**config.mk**
```make
export PLATFORM = sky130hd
export DESIGN_NAME = pan_tilt_banded_tracking_servo
export DESIGN_NICKNAME = d
export VERILOG_FILES = /design/src/rtl/ptbts_pkg.sv /design/src/rtl/pan_tilt_banded_tracking_servo.sv
export SDC_FILE = /design/constraint.sdc
export NUM_CORES = 1
export LEC_CHECK = 0
export ABC_AREA = 1
export ABC_CLOCK_PERIOD_IN_PS = 5900
export BUFFER_PORTS_ARGS = -buffer_cell sky130_fd_sc_hd__buf_4
export CORE_MARGIN = 5
export CORE_UTILIZATION = 45
export DETAILED_ROUTE_END_ITERATION = 6
export PLACE_DENSITY = 0.68
export REMOVE_ABC_BUFFERS = 1
export SLEW_MARGIN = 20
export SYNTH_ARGS = -nofsm -noshare
export SYNTH_HDL_FRONTEND = slang
export SYNTH_SLANG_ARGS = --single-unit
```
**constraint.sdc**
```tcl
create_clock -name clk -period 5.9 [get_ports clk]
set_input_delay 1.18 -clock clk [delete_from_list [all_inputs] [get_ports clk]]
set_output_delay 1.18 -clock clk [all_outputs]
set_load 0.02 [all_outputs]
```
**src/rtl/ptbts_pkg.sv**
```systemverilog
// shared widths, reset values, band table and clamp for the pan/tilt tracking servo
`timescale 1ns / 1ps

package ptbts_pkg;

  localparam int PULSE_BITS = 10;
  localparam int OUT_W      = 10;
  // signed working width for read-back plus step, wide enough for any pulse width
  localparam int CALC_W     = 18;

  localparam logic [PULSE_BITS-1:0] PULSE_MAX   = {PULSE_BITS{1'b1}};
  localparam logic [PULSE_BITS-1:0] PULSE_RESET = PULSE_BITS'(166);

  localparam logic [2:0]  SIG_RESET       = 3'd1;
  localparam logic [15:0] LOCK_RESET      = 16'd500;
  localparam logic [7:0]  TILT_HIGH_RESET = 8'd125;
  localparam logic [7:0]  TILT_LOW_RESET  = 8'd75;
  localparam logic [8:0]  HELD_X_RESET    = 9'd1;
  localparam logic [7:0]  LAST_Y_RESET    = 8'd2;
  localparam logic [15:0] STILL_MAX       = 16'hFFFF;

  localparam logic signed [3:0] TILT_STEP = 4'sd3;

  typedef enum logic [1:0] {
    REG_TARGET_SIGNATURE = 2'd0,
    REG_LOCK_LIMIT       = 2'd1,
    REG_TILT_HIGH        = 2'd2,
    REG_TILT_LOW         = 2'd3
  } cfg_reg_t;

  // pan step from the x band; the band around the image center is a dead band
  function automatic logic signed [3:0] pan_step(input logic [8:0] x);
    logic signed [3:0] s;
    begin
      if (x > 9'h118)       s = 4'sd6;
      else if (x > 9'h0FA)  s = 4'sd5;
      else if (x > 9'h0DC)  s = 4'sd3;
      else if (x > 9'h0BE)  s = 4'sd2;
      else if (x > 9'h0AA)  s = 4'sd1;
      else if (x >= 9'h096) s = 4'sd0;
      else if (x >= 9'h082) s = -4'sd1;
      else if (x >= 9'h064) s = -4'sd2;
      else if (x >= 9'h046) s = -4'sd3;
      else if (x >= 9'h028) s = -4'sd5;
      else                  s = -4'sd6;
      return s;
    end
  endfunction

  function automatic logic [PULSE_BITS-1:0] clamp_pulse(input logic signed [CALC_W-1:0] v);
    logic [PULSE_BITS-1:0] r;
    begin
      if (v < 0)                                     r = '0;
      else if (v > signed'(CALC_W'(PULSE_MAX)))      r = PULSE_MAX;
      else                                           r = v[PULSE_BITS-1:0];
      return r;
    end
  endfunction

  function automatic logic signed [CALC_W-1:0] offset(input logic [OUT_W-1:0] base,
                                                      input logic signed [3:0] step);
    begin
      return signed'(CALC_W'(base)) + {{(CALC_W-4){step[3]}}, step};
    end
  endfunction

  function automatic logic [OUT_W-1:0] to_out(input logic [PULSE_BITS-1:0] p);
    logic [CALC_W-1:0] e;
    begin
      e = CALC_W'(p);
      return e[OUT_W-1:0];
    end
  endfunction

endpackage

```
**src/rtl/pan_tilt_banded_tracking_servo.sv**
```systemverilog
// top level of the pan/tilt tracking servo: input register, tracking step, result register
`timescale 1ns / 1ps
//
// channel | handshake          | payload
// --------+--------------------+----------------------------------------------------
// in      | in_valid, in_stall | signature, obj_x, obj_y, pan_now, tilt_now
// out     | out_valid,out_stall| write_pulses, pan_pulse, tilt_pulse, locked, lock_led
// cfg     | cfg_we             | cfg_index, cfg_data
//
// one item per cycle while out_stall is low; an item that is taken goes through the input register,
// then the compare/add step into the result register
// the input register keeps taking an item while a finished result waits to be taken
// a stalled output holds the result and the input register; in_stall rises only
// when both are full
// rst clears tracking state, configuration and both valid flags

module pan_tilt_banded_tracking_servo (
  input  logic        clk,
  input  logic        rst,
  input  logic        in_valid,
  output logic        in_stall,
  input  logic [2:0]  signature,
  input  logic [8:0]  obj_x,
  input  logic [7:0]  obj_y,
  input  logic [9:0]  pan_now,
  input  logic [9:0]  tilt_now,
  output logic        out_valid,
  input  logic        out_stall,
  output logic        write_pulses,
  output logic [9:0]  pan_pulse,
  output logic [9:0]  tilt_pulse,
  output logic        locked,
  output logic        lock_led,
  input  logic        cfg_we,
  input  logic [1:0]  cfg_index,
  input  logic [15:0] cfg_data
);

  // configuration
  logic [2:0]  target_signature;
  logic [15:0] lock_limit;
  logic [7:0]  tilt_high;
  logic [7:0]  tilt_low;

  // tracking state
  logic                              sample_phase;
  logic [8:0]                        last_x;
  logic [8:0]                        held_x;
  logic [7:0]                        last_y;
  logic [15:0]                       still_count;
  logic [ptbts_pkg::PULSE_BITS-1:0]  pan_target;
  logic [ptbts_pkg::PULSE_BITS-1:0]  tilt_target;
  logic                              led_state;

  // input register
  logic       iv;
  logic [2:0] i_sig;
  logic [8:0] i_x;
  logic [7:0] i_y;
  logic [9:0] i_pan;
  logic [9:0] i_tilt;

  logic advance;
  logic in_take;

  assign advance  = !out_valid || !out_stall;
  assign in_stall = iv && !advance;
  assign in_take  = in_valid && !in_stall;

  always_ff @(posedge clk) begin
    if (rst) begin
      iv <= 1'b0;
    end else if (in_take) begin
      iv <= 1'b1;
    end else if (advance) begin
      iv <= 1'b0;
    end
    if (in_take) begin
      i_sig  <= signature;
      i_x    <= obj_x;
      i_y    <= obj_y;
      i_pan  <= pan_now;
      i_tilt <= tilt_now;
    end
  end

  always_ff @(posedge clk) begin
    if (rst) begin
      target_signature <= ptbts_pkg::SIG_RESET;
      lock_limit       <= ptbts_pkg::LOCK_RESET;
      tilt_high        <= ptbts_pkg::TILT_HIGH_RESET;
      tilt_low         <= ptbts_pkg::TILT_LOW_RESET;
    end else if (cfg_we) begin
      unique case (ptbts_pkg::cfg_reg_t'(cfg_index))
        ptbts_pkg::REG_TARGET_SIGNATURE: target_signature <= cfg_data[2:0];
        ptbts_pkg::REG_LOCK_LIMIT:       lock_limit       <= cfg_data;
        ptbts_pkg::REG_TILT_HIGH:        tilt_high        <= cfg_data[7:0];
        ptbts_pkg::REG_TILT_LOW:         tilt_low         <= cfg_data[7:0];
        default: ;
      endcase
    end
  end

  // tracking step
  logic                              sample_phase_next;
  logic [8:0]                        last_x_next;
  logic [8:0]                        held_x_next;
  logic [7:0]                        last_y_next;
  logic [15:0]                       still_count_next;
  logic [ptbts_pkg::PULSE_BITS-1:0]  pan_target_next;
  logic [ptbts_pkg::PULSE_BITS-1:0]  tilt_target_next;
  logic                              led_state_next;
  logic                              wr_next;
  logic                              lk_next;

  logic              match;
  logic              sampling;
  logic              still_inc;
  logic [15:0]       still_plus;
  logic              stop;
  logic signed [3:0] step;

  always_comb begin
    match      = (i_sig == target_signature);
    sampling   = iv && match && sample_phase;
    still_inc  = (still_count != 16'd0) && (held_x == i_x);
    still_plus = (still_count < ptbts_pkg::STILL_MAX) ? still_count + 16'd1 : still_count;
    step       = ptbts_pkg::pan_step(i_x);

    sample_phase_next = sample_phase;
    last_x_next       = last_x;
    held_x_next       = held_x;
    last_y_next       = last_y;
    still_count_next  = still_count;
    pan_target_next   = pan_target;
    tilt_target_next  = tilt_target;
    led_state_next    = led_state;
    stop              = 1'b0;
    lk_next           = 1'b0;
    wr_next           = 1'b0;

    if (sampling) begin
      last_x_next = i_x;
      last_y_next = i_y;
      if (still_inc) begin
        still_count_next = still_plus;
        stop             = (still_plus >= lock_limit);
      end else if (i_x == last_x) begin
        held_x_next      = last_x;
        still_count_next = 16'd1;
      end else begin
        still_count_next = 16'd0;
      end
      if (stop) begin
        led_state_next    = !led_state;
        lk_next           = 1'b1;
        sample_phase_next = 1'b0;
      end else begin
        if (i_x == 9'd0) begin
          pan_target_next = ptbts_pkg::clamp_pulse(ptbts_pkg::offset(i_pan, 4'sd0));
        end
        if ((i_x != last_x) && (step != 4'sd0)) begin
          pan_target_next = ptbts_pkg::clamp_pulse(ptbts_pkg::offset(i_pan, step));
        end
        if (i_y == 8'd0) begin
          tilt_target_next = ptbts_pkg::clamp_pulse(ptbts_pkg::offset(i_tilt, 4'sd0));
        end
        if (i_y != last_y) begin
          // low side wins when the window is inverted
          if (i_y < tilt_low) begin
            tilt_target_next = ptbts_pkg::clamp_pulse(
                ptbts_pkg::offset(i_tilt, -ptbts_pkg::TILT_STEP));
          end else if (i_y > tilt_high) begin
            tilt_target_next = ptbts_pkg::clamp_pulse(
                ptbts_pkg::offset(i_tilt, ptbts_pkg::TILT_STEP));
          end
        end
      end
    end

    // a matching item that does not lock always ends ready to sample again
    if (iv && match && !stop) begin
      wr_next           = (still_count_next == 16'd0);
      sample_phase_next = 1'b1;
    end
  end

  always_ff @(posedge clk) begin
    if (rst) begin
      sample_phase <= 1'b1;
      last_x       <= 9'd0;
      held_x       <= ptbts_pkg::HELD_X_RESET;
      last_y       <= ptbts_pkg::LAST_Y_RESET;
      still_count  <= 16'd0;
      pan_target   <= ptbts_pkg::PULSE_RESET;
      tilt_target  <= ptbts_pkg::PULSE_RESET;
      led_state    <= 1'b0;
      out_valid    <= 1'b0;
    end else if (advance) begin
      out_valid <= iv;
      if (iv) begin
        sample_phase <= sample_phase_next;
        last_x       <= last_x_next;
        held_x       <= held_x_next;
        last_y       <= last_y_next;
        still_count  <= still_count_next;
        pan_target   <= pan_target_next;
        tilt_target  <= tilt_target_next;
        led_state    <= led_state_next;
      end
    end
  end

  always_ff @(posedge clk) begin
    if (advance && iv) begin
      write_pulses <= wr_next;
      pan_pulse    <= wr_next ? ptbts_pkg::to_out(pan_target_next) : 10'd0;
      tilt_pulse   <= wr_next ? ptbts_pkg::to_out(tilt_target_next) : 10'd0;
      locked       <= lk_next;
      lock_led     <= led_state_next;
    end
  end

endmodule
```
==> results of run 1 <==
[registers in the layout, summed over array words and instances (netlist names), 8 cells and up]
| name | count |
|---|---|
| held_x | 9 |
| i_pan | 10 |
| i_tilt | 10 |
| i_x | 9 |
| i_y | 8 |
| last_x | 9 |
| last_y | 8 |
| lock_limit | 16 |
| pan_pulse | 10 |
| pan_target | 10 |
| still_count | 16 |
| tilt_high | 8 |
| tilt_low | 8 |
| tilt_pulse | 10 |
| tilt_target | 10 |
[final cells by class]
type / instances / area share [%]
Inverter: 179 / 5.86
Tap cell: 280 / 3.05
Timing Repair Buffer: 94 / 6.15
Multi-Input combinational cell: 981 / 45.7
Sequential cell: 164 / 34.1
Clock inverter: 13 / 1.29
Clock buffer: 19 / 3.86
[kinds of logic after synthesis]
kind of cell    count (synthesis)  synth area share, %
fa+ha+maj                      48                 6.03
compound gates                265                 14.3
mux                             4                0.447
simple gates                  624                 27.7
buf+inv                       228                 9.22
flops                         164                 38.8
xor+xnor                       40                 3.48
[routing by layer]
layer	vias to the layer above	global-route usage (%)
met5	-	0
met1	4038	27.5
met3	29	3.99
met4	0	5.84
li1	4648	-
met2	256	31.4
[through the flow]
step / TNS, ps / area, um2
4_1_cts: 0 / 11500
2_1_floorplan: -4070 / 9820
3_5_place_dp: 0 / 10900
5_1_grt: 0 / 11500
3_3_place_gp: 0 / 10900
6_report: 0 / 11500
[final timing paths]
check,startpoint,to,cells after the start
worst max-delay path,still_count[0],tilt_pulse[0],19
worst min-delay path,held_x[5],held_x[5],2
worst max register to register,still_count[0],tilt_pulse[0],19
worst min register to register,held_x[5],held_x[5],2
[power by group]
part           leakage [nW]  total, W  switching (W)  internal [W]
registers              1.44   0.00128      0.0000508       0.00123
logic                  3.51  0.000476       0.000294      0.000182
clock network         0.292   0.00113       0.000485      0.000643
total                  5.24   0.00289       0.000830       0.00206
[synthesized netlist by cell type (all sizes together)]
cell,n,area [um2]
nand3b,3,22.5
buf,22,155
o22ai,1,6.26
or2,7,43.8
fa,1,20.0
nand4,22,168
inv,179,672
dfxtp,101,2020
nor4,3,18.8
and2,1,6.26
a21boi,4,33.8
nand2,332,1280
o21bai,3,22.5
a21oi,132,698
edfxtp,63,1890
o211ai,18,135
mux2,4,45.0
xor2,23,201
o21ai,105,526
o21a,2,15.0
ha,47,588
clkbuf,27,103
nor2,134,588
xnor2,17,149
nor3,14,119
nand3,108,551
[worst max-delay path, stage by stage (launching register included)]
cell,delay [ps]
dfxtp_1,450
ha_1,310
inv_2,90
nor2_4,190
nand2_1,120
nor2_2,190
nor2_1,70
a21oi_2,160
ha_1,270
a21oi_1,150
o21ai_0,80
nand2_1,60
o211ai_1,80
nand2_1,70
nand3_1,130
nand2_1,150
inv_1,60
nor2_1,110
nand3_2,570
a21oi_1,310
==> flow_summary.yaml, run 1 <==
cells_and_area:
  nNetsFinal: 1548
  layout_commonest_cell: "nand2_1"
  drive_above_1_share_pct: 13.9
  final_cell_mix: "nand2_1, inv_1, a21oi_1, nor2_1, nand3_1"
  fillers: 2126
  seq_area_um2: 3910
  area_growth_pct: 13.9
  fin_util_pct: 52.3
  multiInputGateArea_um2: 5240
  diodes: 0
  layout.cells.non_filler: 1730
clocking:
  cts_root_buffer: "clkbuf_16"
  cts_setup_buffers: 0
  htreeDepth: 4
  cts_resized: 0
  numCtsBuffers: 17
  insertion_delay_ps: 430
  clkSinkCount: 164
  cts_tree: "done"
  cts_buffer_depth: 2
  cts.clk_slew.worst_paths_ps: 70
  hold_buffers: 0
sta:
  min_period_ps: 3800
  worst_slew_pin_slew_ps: 979
  period_share_pct: 64.4
  setup_violations: 0
  grt_setup_unrepaired: "false"
  maxSlewViolCount: 0
  skew_ps: 19.0
  whs_ps: 457
  max_freq_mhz: 263
  relSlewSlack_pct: 34.7
  setup_ws_ps: 2100
  final-hold-violation-count: 0
synthesis:
  yosysSeqAreaShare_pct: 38.8
  synthCells: 1373
  ys_ff_latch: 164
  netlist_area_um2: 10100
  synthDistinctLibCells: 43
  synth_warnings: 0
  synth_area_per_cell_um2: 7.34
setup_path:
  cp_max_fo: 21
  crit_path_end_kind: "flip-flop"
  rrSetupSlack_ps: 2100
  cp_data_required_time_ps: 6140
  startpoint_type: "flip-flop"
  path_class: "flip-flop to flip-flop"
  critPathArrivalTime_ps: 4040
pwr:
  ir_drop_v: 0.000143
  cellLeakagePower_nw: 5.24
  total_power_w: 0.00289
  p_per_area_nw_per_um2: 252
floorplanning:
  ioPinCount: 88
  rows: 54
  dieArea_um2: 25500
  die_x_um: 160
  die_h_um: 160
  initial_core_util_pct: 45.9
  core_area_um2: 22000
drt:
  drtIter0Drc: 622
  firstDrtPassIters: 5
  ant_nets: 0
  wirelength_mm: 25.1
  met2_length_mm: 11.5
  vias: 8971
  via_per_inst: 5.19
  highest_layer: "met4"
  met1_length_mm: 11.7
  wire_per_inst_um: 14.5
  met3_length_mm: 1.46
  drc_errors: 0
placed_design:
  dpl.hpwl_mm: 18.2
  port_buffers: 87
  dp_slack_ps: 1980
  gp_congestion: 0.926
  dp_cells: 1698
worst_hold_path:
  hold_class: "flip-flop to flip-flop"
global_route:
  grt_pass1_vias: 8633
  grt.overflow.total: 0
  grt_pass1_wl_mm: 42.2
  grt_max_degree: 60
  grt_usage_pct: 19.8
  antenna_found_initial: 0
status:
  outcome: "completed"
run:
  cap_violations: 0
(Power assumes the default switching activity.)
==> run 2: changes to the inputs <==
ABC_CLOCK_PERIOD_IN_PS = 3400   (was 5900)
PLACE_DENSITY = 0.7   (was 0.68)
clock period = 3.4 ns   (was 5.9 ns; I/O delays follow)
==> flow_summary.yaml, run 2 (synthesis gave the netlist of run 1 again) <==
status:
  outcome: "completed"
clocking:
  htreeDepth: 4
  cts_tree: "done"
  numCtsBuffers: 17
  cts_buffer_depth: 2
  cts.clk_slew.worst_paths_ps: 70
  cts_root_buffer: "clkbuf_16"
  clkSinkCount: 164
  insertion_delay_ps: 430
drt:
  vias: 9276
  drc_errors: 0
  ant_nets: 0
  drtIter0Drc: 660
  via_per_inst: 5.26
  wire_per_inst_um: 14.8
  wirelength_mm: 26.2
  firstDrtPassIters: 5
sta:
  skew_ps: 13.3
  period_share_pct: 94.5
  worst_slew_pin_slew_ps: 641
  min_period_ps: 3210
  max_freq_mhz: 311
  whs_ps: 418
  relSlewSlack_pct: 57.2
  maxSlewViolCount: 0
  fin_setup_tns_ps: 0
  final-hold-violation-count: 0
  setup_ws_ps: 188
  grt_setup_unrepaired: "true"
  setup_violations: 0
cells_and_area:
  area_growth_pct: 17.4
  multiInputGateArea_um2: 5310
  diodes: 0
  nNetsFinal: 1581
  final_cell_mix: "nand2_1, inv_1, buf_4, a21oi_1"
  fillers: 2045
  layout_commonest_cell: "nand2_1"
  reg_top3: "lock_limit x16, still_count x16"
  seq_area_um2: 3920
  drive_above_1_share_pct: 17.0
setup_path:
  path_delay_family: "simple AND/OR/NAND/NOR gates"
  path_class: "flip-flop to flip-flop"
  startpoint_type: "flip-flop"
  cp_num_buf_inv: 1
  crit_path_end_kind: "flip-flop"
  cp_data_required_time_ps: 3700
  cp_max_fo: 5
  slowest_stage: "edfxtp_1"
  critPathArrivalTime_ps: 3510
  cpPeakStageDelay_ps: 520
  cpMostUsedCell: "nand2_1"
  path_cells: "buf_4 > nand2_2 > nor2_1 > nor2_1 > nand2_1 > o21ai_0 > nand2_1 > nand2_2 > a21boi_1 > ha_2 > fa_2 > nand3_1 > nand3_1 > nand4_1 > nand2_1 > nand2_1 > nand2_1 > a21oi_1 > nand3_1 > nand3_1 > nand2_1 > nor2_2"
global_route:
  grt_pass1_wl_mm: 42.6
  grt_max_degree: 59
  antenna_found_initial: 0
  grt_usage_pct: 20.2
  grt.overflow.total: 0
  grt_pass1_vias: 8593
placed_design:
  gp_congestion: 0.924
  port_buffers: 87
  dp_slack_ps: 67.6
  dpl.hpwl_mm: 19.1
pwr:
  ir_drop_v: 0.000234
  total_power_w: 0.00515
  p_per_area_nw_per_um2: 435
  cellLeakagePower_nw: 5.42
floorplanning:
  rows: 54
  ioPinCount: 88
  dieArea_um2: 25500
  core_area_um2: 22000
  die_x_um: 160
  initial_core_util_pct: 45.9
  die_h_um: 160
run:
  cap_violations: 0
worst_hold_path:
  hold_class: "input pin to flip-flop"
==> run 2: cell count changes in the layout (fill, tap and decap cells not counted), moves of 3 or more <==
cell,previous run,this run
nand2_2,10,13
inv_6,1,5
buf_4,94,124
nand2_1,321,317
==> run 2: worst register-to-register path: cells and delay by family (launching register included) <==
family | cells | cell delay (ps)
adders and majority gates | 2 | 600
and+or+nand+nor | 16 | 1470
buffers and inverters | 1 | 200
DFF | 1 | 520
AOI/OAI and AO/OA | 3 | 290
==> run 2: cell type report <==
cell class | instances | share of cell area (%)
Multi-Input combinational cell | 982 | 44.9
Sequential cell | 164 | 33.1
Timing Repair Buffer | 126 | 8.13
Inverter | 179 | 5.70
Clock buffer | 19 | 3.84
Tap cell | 280 | 2.96
Clock inverter | 13 | 1.36
==> run 2: timing repair <==
item,4_1_cts,5_1_grt
buffers inserted,0,11
endpoints found under the setup margin,0,41
hold buffers,0,0
endpoints found under the hold margin,0,0
gates resized for setup,0,23
==> run 2: worst paths after layout <==
| path | start | end | slack [ps] | depth (start not counted) |
|---|---|---|---|---|
| setup / recovery | i_x[7] | pan_pulse[8] | 190 | 22 |
| hold / removal | obj_y[7] | i_y[7] | 420 | 1 |
| setup reg to reg | i_x[7] | pan_pulse[8] | 190 | 22 |
| hold reg to reg | held_x[7] | held_x[7] | 460 | 2 |
==> run 2: per-layer routing <==
layer	part of all wire, %	vias up	routed length, um	GRT usage [%]
met5	0	-	0	0
met4	2.1	0	546	7.22
met3	6.2	42	1630	3.84
met2	46	295	12000	32.6
met1	46	4225	12000	27.2
li1	-	4714	-	-
==> run 2: metrics by stage <==
stage	area (um2)	instances	utilization (%)
6_report	11800	1763	53.9
5_1_grt	11800	1763	53.9
4_1_cts	11700	1751	53.1
3_3_place_gp	11100	1719	50.3
2_1_floorplan	9820	1324	-
3_5_place_dp	11100	1719	50.3
==> run 2: report_power, final <==
group,internal (W),switching [W],total [W]
Combinational,0.000348,0.000544,0.000892
Sequential,0.00214,0.0000842,0.00222
Clock,0.00115,0.000880,0.00203
